$ cat src/rtl/stsel_pkg.sv
// ----------------------------------------------------------------------------
// Score table rank select: package
// Table size, field widths and command codes.
// ----------------------------------------------------------------------------
package stsel_pkg;

    localparam int TABLE_DEPTH = 64;
    localparam int IDX_W       = $clog2(TABLE_DEPTH);
    localparam int CNT_W       = $clog2(TABLE_DEPTH + 1);
    localparam int SCORE_W     = 14;
    localparam logic [SCORE_W-1:0] SCORE_MAX = 14'd9999;

    localparam int CFG_W       = 7;
    localparam int ENTRY_W     = 6;
    localparam int RANK_W      = 7;
    localparam int S_TDATA_W   = 16;
    localparam int S_TUSER_W   = 3;
    localparam int M_TDATA_W   = 8;

    typedef enum logic [1:0] {
        CMD_INC   = 2'd0,
        CMD_CLEAR = 2'd1,
        CMD_QUERY = 2'd2,
        CMD_NOP   = 2'd3
    } t_cmd;

endpackage

$ cat src/rtl/score_table_rank_select_core.sv
// ----------------------------------------------------------------------------
// Score table rank select: core
// Two saturating score counters per entry with rank queries over the table.
// ----------------------------------------------------------------------------
// An increment passes through S_INC and S_FIN to the output register, a clear
// through S_FIN alone. A rank query with rank R runs R rounds of the scan
// (none for rank 0, and a round ends at once when no entry is in use): each
// round reads every entry in use once from the score RAM, one read a cycle,
// and ends early on an entry equal to its reference. Scores clear through
// per-entry valid flags, so reset and clear need no sweep of the RAM. One
// command is worked at a time; the next input beat is taken while a finished
// result still waits in the output register.
module score_table_rank_select_core (
    input  logic                          i_clk,
    input  logic                          i_rst_n,
    input  logic                          i_cfg_we,
    input  logic [stsel_pkg::CFG_W-1:0]   i_cfg_wdata,     // entries_in_use
    input  logic                          i_s_tvalid,
    output logic                          o_s_tready,
    input  logic [stsel_pkg::S_TDATA_W-1:0] i_s_tdata,     // entry_index, rank_wanted, pad
    input  logic [stsel_pkg::S_TUSER_W-1:0] i_s_tuser,     // command, score_select
    output logic                          o_m_tvalid,
    input  logic                          i_m_tready,
    output logic [stsel_pkg::M_TDATA_W-1:0] o_m_tdata,     // ranked_index, pad
    output logic                          o_m_tuser        // was_query
);

    import stsel_pkg::*;

    typedef enum logic [1:0] {
        S_IDLE,
        S_INC,
        S_SCAN,
        S_FIN
    } t_state;

    t_state               r_state;
    logic [CFG_W-1:0]     r_cfg;
    logic [TABLE_DEPTH-1:0] r_va;
    logic [TABLE_DEPTH-1:0] r_vb;
    logic [TABLE_DEPTH-1:0] r_marks;

    logic                 r_sel;
    logic                 r_inc_ok;
    logic [IDX_W-1:0]     r_pidx;
    logic                 r_pv;
    logic [CNT_W-1:0]     r_rd_idx;
    logic [RANK_W-1:0]    r_rank;
    logic [RANK_W-1:0]    r_round;
    logic [SCORE_W-1:0]   r_ref;
    logic                 r_ref_ok;
    logic [SCORE_W-1:0]   r_best;
    logic [IDX_W-1:0]     r_best_idx;
    logic                 r_has_best;
    logic [ENTRY_W-1:0]   r_res_idx;
    logic                 r_res_q;

    logic                 r_ovalid;
    logic [ENTRY_W-1:0]   r_oidx;
    logic                 r_oq;

    logic [CNT_W-1:0]     used_n;
    logic                 accept;
    t_cmd                 in_cmd;
    logic [ENTRY_W-1:0]   in_idx;
    logic [RANK_W-1:0]    in_rank;
    logic                 rd_en;
    logic [IDX_W-1:0]     rd_addr;
    logic [SCORE_W-1:0]   rd_a;
    logic [SCORE_W-1:0]   rd_b;
    logic [SCORE_W-1:0]   cur_s;
    logic [SCORE_W-1:0]   n_score;
    logic                 inc_do;
    logic                 we_a;
    logic                 we_b;
    logic                 cand;
    logic                 hit;
    logic                 issue;
    logic                 end_round;
    logic [IDX_W-1:0]     win;
    logic [RANK_W-1:0]    n_round;
    logic                 out_free;

    assign in_cmd  = t_cmd'(i_s_tuser[1:0]);
    assign in_idx  = i_s_tdata[ENTRY_W-1:0];
    assign in_rank = i_s_tdata[ENTRY_W+RANK_W-1:ENTRY_W];

    assign o_s_tready = (r_state == S_IDLE);
    assign accept     = i_s_tvalid && o_s_tready;
    assign out_free   = !r_ovalid || i_m_tready;

    always_comb begin
        if (32'(r_cfg) > TABLE_DEPTH) begin
            used_n = CNT_W'(TABLE_DEPTH);
        end else begin
            used_n = CNT_W'(r_cfg);
        end
    end

    // score of the entry whose read data is back
    always_comb begin
        if (r_sel) begin
            cur_s = r_vb[r_pidx] ? rd_b : '0;
        end else begin
            cur_s = r_va[r_pidx] ? rd_a : '0;
        end
    end

    assign n_score = cur_s + SCORE_W'(1);
    assign inc_do  = (r_state == S_INC) && r_inc_ok && (cur_s < SCORE_MAX);
    assign we_a    = inc_do && !r_sel;
    assign we_b    = inc_do && r_sel;

    assign issue     = (r_state == S_SCAN) && (r_rd_idx < used_n);
    assign cand      = r_pv && !r_marks[r_pidx];
    assign hit       = cand && r_ref_ok && (cur_s == r_ref);
    assign end_round = hit || (!r_pv && !issue);
    assign n_round   = r_round + RANK_W'(1);

    always_comb begin
        if (hit) begin
            win = r_pidx;
        end else if (r_has_best) begin
            win = r_best_idx;
        end else begin
            win = '0;
        end
    end

    always_comb begin
        if (r_state == S_SCAN) begin
            rd_en   = issue;
            rd_addr = r_rd_idx[IDX_W-1:0];
        end else begin
            rd_en   = accept && (in_cmd == CMD_INC);
            rd_addr = IDX_W'(in_idx);
        end
    end

    stsel_ram #(.DEPTH(TABLE_DEPTH), .WIDTH(SCORE_W)) u_ram_a (
        .i_clk   (i_clk),
        .i_we    (we_a),
        .i_waddr (r_pidx),
        .i_wdata (n_score),
        .i_re    (rd_en),
        .i_raddr (rd_addr),
        .o_rdata (rd_a)
    );

    stsel_ram #(.DEPTH(TABLE_DEPTH), .WIDTH(SCORE_W)) u_ram_b (
        .i_clk   (i_clk),
        .i_we    (we_b),
        .i_waddr (r_pidx),
        .i_wdata (n_score),
        .i_re    (rd_en),
        .i_raddr (rd_addr),
        .o_rdata (rd_b)
    );

    always_ff @(posedge i_clk) begin
        if (!i_rst_n) begin
            r_state  <= S_IDLE;
            r_cfg    <= '0;
            r_va     <= '0;
            r_vb     <= '0;
            r_marks  <= '0;
            r_pv     <= 1'b0;
            r_ovalid <= 1'b0;
        end else begin
            if (i_cfg_we) begin
                r_cfg <= i_cfg_wdata;
            end
            if (r_ovalid && i_m_tready && (r_state != S_FIN)) begin
                r_ovalid <= 1'b0;
            end

            case (r_state)
                S_IDLE: begin
                    if (accept) begin
                        r_sel     <= i_s_tuser[2];
                        r_pidx    <= IDX_W'(in_idx);
                        r_inc_ok  <= (32'(in_idx) < TABLE_DEPTH);
                        r_rank    <= in_rank;
                        r_res_idx <= '0;
                        r_res_q   <= 1'b0;
                        case (in_cmd)
                            CMD_INC: begin
                                r_state <= S_INC;
                            end
                            CMD_CLEAR: begin
                                for (int j = 0; j < TABLE_DEPTH; j++) begin
                                    if (CNT_W'(j) < used_n) begin
                                        r_va[j] <= 1'b0;
                                        r_vb[j] <= 1'b0;
                                    end
                                end
                                r_state <= S_FIN;
                            end
                            CMD_QUERY: begin
                                r_res_q    <= 1'b1;
                                r_marks    <= '0;
                                r_ref      <= SCORE_MAX;
                                r_ref_ok   <= 1'b1;
                                r_has_best <= 1'b0;
                                r_round    <= '0;
                                r_rd_idx   <= '0;
                                r_pv       <= 1'b0;
                                r_state    <= (in_rank == '0) ? S_FIN : S_SCAN;
                            end
                            default: begin
                                r_state <= S_FIN;
                            end
                        endcase
                    end
                end
                S_INC: begin
                    if (inc_do) begin
                        if (r_sel) begin
                            r_vb[r_pidx] <= 1'b1;
                        end else begin
                            r_va[r_pidx] <= 1'b1;
                        end
                    end
                    r_state <= S_FIN;
                end
                S_SCAN: begin
                    if (end_round) begin
                        r_marks[win] <= 1'b1;
                        r_ref        <= r_best;
                        r_ref_ok     <= r_has_best;
                        r_has_best   <= 1'b0;
                        r_rd_idx     <= '0;
                        r_pv         <= 1'b0;
                        r_round      <= n_round;
                        if (n_round == r_rank) begin
                            r_res_idx <= ENTRY_W'(win);
                            r_state   <= S_FIN;
                        end
                    end else begin
                        if (cand && (!r_has_best || (cur_s > r_best))) begin
                            r_best     <= cur_s;
                            r_best_idx <= r_pidx;
                            r_has_best <= 1'b1;
                        end
                        if (issue) begin
                            r_pidx   <= r_rd_idx[IDX_W-1:0];
                            r_rd_idx <= r_rd_idx + CNT_W'(1);
                            r_pv     <= 1'b1;
                        end else begin
                            r_pv <= 1'b0;
                        end
                    end
                end
                S_FIN: begin
                    if (out_free) begin
                        r_ovalid <= 1'b1;
                        r_oidx   <= r_res_idx;
                        r_oq     <= r_res_q;
                        r_state  <= S_IDLE;
                    end
                end
                default: begin
                    r_state <= S_IDLE;
                end
            endcase
        end
    end

    assign o_m_tvalid = r_ovalid;
    assign o_m_tdata  = M_TDATA_W'(r_oidx);
    assign o_m_tuser  = r_oq;

endmodule

$ cat src/rtl/stsel_ram.sv
// ----------------------------------------------------------------------------
// Score table rank select: score RAM
// Simple dual-port RAM, one write and one registered read per cycle.
// ----------------------------------------------------------------------------
module stsel_ram #(
    parameter int DEPTH = 64,
    parameter int WIDTH = 14
) (
    input  logic                     i_clk,
    input  logic                     i_we,
    input  logic [$clog2(DEPTH)-1:0] i_waddr,
    input  logic [WIDTH-1:0]         i_wdata,
    input  logic                     i_re,
    input  logic [$clog2(DEPTH)-1:0] i_raddr,
    output logic [WIDTH-1:0]         o_rdata
);

    logic [WIDTH-1:0] r_mem [DEPTH];
    logic [WIDTH-1:0] r_rdata;

    always_ff @(posedge i_clk) begin
        if (i_we) begin
            r_mem[i_waddr] <= i_wdata;
        end
        if (i_re) begin
            r_rdata <= r_mem[i_raddr];
        end
    end

    assign o_rdata = r_rdata;

endmodule

$ cat config.mk
export PLATFORM = sky130hd
export DESIGN_NAME = score_table_rank_select_core
export DESIGN_NICKNAME = d
export VERILOG_FILES = /design/src/rtl/stsel_pkg.sv /design/src/rtl/score_table_rank_select_core.sv /design/src/rtl/stsel_ram.sv
export SDC_FILE = /design/constraint.sdc
export NUM_CORES = 2
export LEC_CHECK = 0
export BUFFER_PORTS_ARGS = -buffer_cell sky130_fd_sc_hd__clkbuf_2
export CORE_MARGIN = 8
export CORE_UTILIZATION = 60
export DETAILED_ROUTE_END_ITERATION = 16
export PLACE_DENSITY = 0.87
export SYNTH_ARGS = -nofsm -noshare
export SYNTH_HDL_FRONTEND = slang
export SYNTH_SLANG_ARGS = --single-unit
$ cat constraint.sdc
create_clock -name i_clk -period 9.9 [get_ports i_clk]
set_input_delay 0.495 -clock i_clk [delete_from_list [all_inputs] [get_ports i_clk]]
set_output_delay 0.495 -clock i_clk [all_outputs]
set_load 0.05 [all_outputs]
==> results.json <==
{
  "finalInstanceArea_sq_um": 96400,
  "setup_tns_ns": 0,
  "synth-simple-area-share_pct": 18.4,
  "finalNetCount": 7330,
  "hold_path.class": "in -> reg",
  "die_h_um": 399,
  "cts_buffers": 194,
  "p_leak_nw": 33.3,
  "synth_most_common_cell": "nand2_1",
  "place_area_sq_um": 90100,
  "min_period_ns": 7.53,
  "pre_cts_ws_ns": 2.62,
  "crit_path_end_kind": "flip-flop",
  "routedWlPerCell_um": 26.7,
  "grt_pass1_wl_um": 369000,
  "wl_um": 250000,
  "max_freq_mhz": 133,
  "final_layout_size_suffix_gt1_share_pct": 8.84,
  "gp_congestion": 0.996,
  "r2r_slack_ns": 2.37,
  "hold_viol": 0,
  "hold_end": "r_cfg[1]",
  "grt_pass1_vias": 60872,
  "wl_met2_um": 114000,
  "status": "finished with violations",
  "setup_viol": 0,
  "layout_setup_ws_ns": 2.37,
  "hold_slack_ns": 0.0824,
  "ys_top_cells_by_area": "edfxtp_1, nand2_1, nand3_1",
  "wl_met1_um": 85000,
  "cts-resized-gates": 0,
  "synth_top_area_cell": "edfxtp_1",
  "post-route-util_pct": 66.2,
  "clock_path_buffers": 3,
  "tightest_slew_ns": 1.47,
  "mappedNetlistArea_sq_um": 87900,
  "slew_headroom_pct": 1.12,
  "rr_worst_depth": 14,
  "synthAdderAreaFrac_pct": 0.384,
  "coreArea_sq_um": 146000,
  "grt_usage_pct": 30.5,
  "clockRootBuffer": "clkbuf_16",
  "rows": 140,
  "required_ns": 10.35,
  "die_width_um": 399,
  "maxCapViolCount": 1,
  "critPathKind": "reg -> reg",
  "drt_iter0_drc": 10936,
  "r2r_end": "u_ram_a.r_mem[44][1]",
  "reg2reg_from": "r_pidx[0]",
  "critPathMaxFanout": 47,
  "routed-wl-met3_um": 34100,
  "place_inst": 8976,
  "grt_max_degree": 172,
  "cts.sinks": 2101,
  "syn_to_final_growth_pct": 9.73,
  "hp-start": "i_cfg_we",
  "synth_top_family_by_area": "simple AND/OR/NAND/NOR gates",
  "yosys_most_used_dff": "edfxtp_1",
  "grt_antenna_before_repair": 2,
  "maxSlewViolCount": 0,
  "fin_total_pwr_mw": 23.8,
  "top_layer": "met5",
  "crit_arrival_ns": 7.98,
  "insertion_delay_ns": 0.85,
  "cts_tree": "built",
  "synth_cell_type_count": 98,
  "p_per_area_nw_per_um2": 247,
  "start_util_pct": 60.4,
  "ir_worst_vdd_uv": 193,
  "synth-compound-area-share_pct": 7.20,
  "synthMuxAreaShare_pct": 1.40,
  "first_pass_iters": 10,
  "die_area_sq_um": 159000,
  "grt-ovfl-total": 0,
  "dr_total_vias": 63342,
  "ant_nets": 0,
  "synth.avg_cell_area_sq_um": 12.0,
  "htreeDepth": 4,
  "async_flop_share_pct": 0,
  "port-buffer-count": 36,
  "synth_top_area_share_pct": 64.9,
  "min_period_over_period_pct": 76.0,
  "synth_seq_cells": 2101,
  "synth_cells": 7349,
  "drcViolationCount": 0,
  "synth.yosys.seq_area_share_pct": 69.5,
  "start_kind": "flip-flop",
  "dpl.hpwl_um": 145000,
  "skew_ns": 0.0337,
  "violations": "capacitance limit",
  "fin_cells": 9353,
  "synth_edf_count": 1898,
  "whs_path_depth": 3,
  "synth.cells.most_frequent": "nand2_1, edfxtp_1, nand3_1",
  "io_pins": 42,
  "yosysWarnings": 0,
  "avgViaCountPerCell": 6.77,
  "synthXorXnorAreaFrac_pct": 0.309,
  "clk_pin_slew_ns": 0.06,
  "rsz0062_at_grt": "false"
}
layer usage:
metal  vias up  GRT usage, %
li1      26738             -
met1     30433          39.4
met2      5259          47.2
met3       910          8.03
met4         2          17.0
met5         -             0
sequential cells by signal, indices dropped and copies added, names as in the netlist, 7 cells and up:
signal / count
r_va: 64
r_round: 7
r_rd_idx: 7
r_best: 14
r_vb: 64
u_ram_a.o_rdata: 14
u_ram_a.r_mem: 896
u_ram_b.r_mem: 896
r_rank: 7
r_marks: 64
r_cfg: 7
r_ref: 14
u_ram_b.o_rdata: 14
cells in the final DEF, fill, tap and decap left out, types with 28 or more instances in the layout:
| cell | instances |
|---|---|
| inv_1 | 67 |
| mux4_2 | 28 |
| a31oi_1 | 35 |
| a21oi_1 | 126 |
| dfxtp_1 | 203 |
| nand2_1 | 2106 |
| clkinv_1 | 49 |
| a22o_1 | 37 |
| clkinv_2 | 35 |
| and3_1 | 131 |
| clkbuf_1 | 43 |
| o221ai_2 | 55 |
| clkbuf_16 | 199 |
| edfxtp_1 | 1898 |
| buf_4 | 174 |
| nand3_1 | 942 |
| o22ai_1 | 29 |
| nor3_1 | 57 |
| a311oi_1 | 308 |
| o21ai_0 | 94 |
| mux2i_1 | 34 |
| nor2_1 | 299 |
| clkbuf_2 | 36 |
area by class of cell:
class	count	area (sq um)
Antenna cell	2	5.00
Clock buffer	245	5180
Clock inverter	113	966
Fill cell	9347	49100
Inverter	75	300
Multi-Input combinational cell	4661	24600
Sequential cell	2101	61100
Tap cell	1917	2400
Timing Repair Buffer	239	1900
critical path, stage by stage, from the launching register on:
cell	delay (ns)
edfxtp_1	0.68
buf_4	0.69
mux4_2	0.62
a32o_1	0.27
a21oi_1	0.16
o211ai_1	0.36
o211ai_1	0.34
nand3_1	0.32
ha_4	0.30
nand3_1	0.20
a31oi_1	0.17
o31ai_2	0.49
nand3_2	0.82
buf_4	0.57
nor2_1	1.06
power breakdown:
group          leakage [nW]  switching, mW  internal, mW  total [mW]
registers              19.0          0.105          10.7        10.8
logic                  11.3           4.48          1.25        5.73
clock network          2.99           3.28          4.05        7.33
how the worst max path moves through the flow:
| stage | start | slack (ns) | cells after the start | endpoint |
|---|---|---|---|---|
| 5_1_grt | r_pidx[0] | 2.05 | 14 | u_ram_a.r_mem[11][10] |
| 2_1_floorplan | r_pidx[0] | 2.48 | 13 | u_ram_a.r_mem[0][12] |
| 3_5_place_dp | r_pidx[0] | 2.62 | 14 | u_ram_a.r_mem[10][11] |
| 3_3_place_gp | r_pidx[0] | 2.73 | 14 | u_ram_a.r_mem[11][11] |
| 6_report | r_pidx[0] | 2.37 | 14 | u_ram_a.r_mem[44][1] |
| 4_1_cts | r_pidx[0] | 2.55 | 14 | u_ram_a.r_mem[10][7] |
repair_timing:
item / CTS / global route
hold endpoints to repair: 16 / 0
hold buffers: 16 / 0
setup buffers: 0 / 0
logic make-up after synthesis:
family / count (synthesis)
and+or+nand+nor: 3721
DFF: 2101
AOI/OAI and AO/OA: 800
buffers and inverters: 588
muxes: 80
xor gates and xnor gates: 31
adders and majority gates: 27
other: 1
Note: power is estimated with default switching activity, not from simulation.
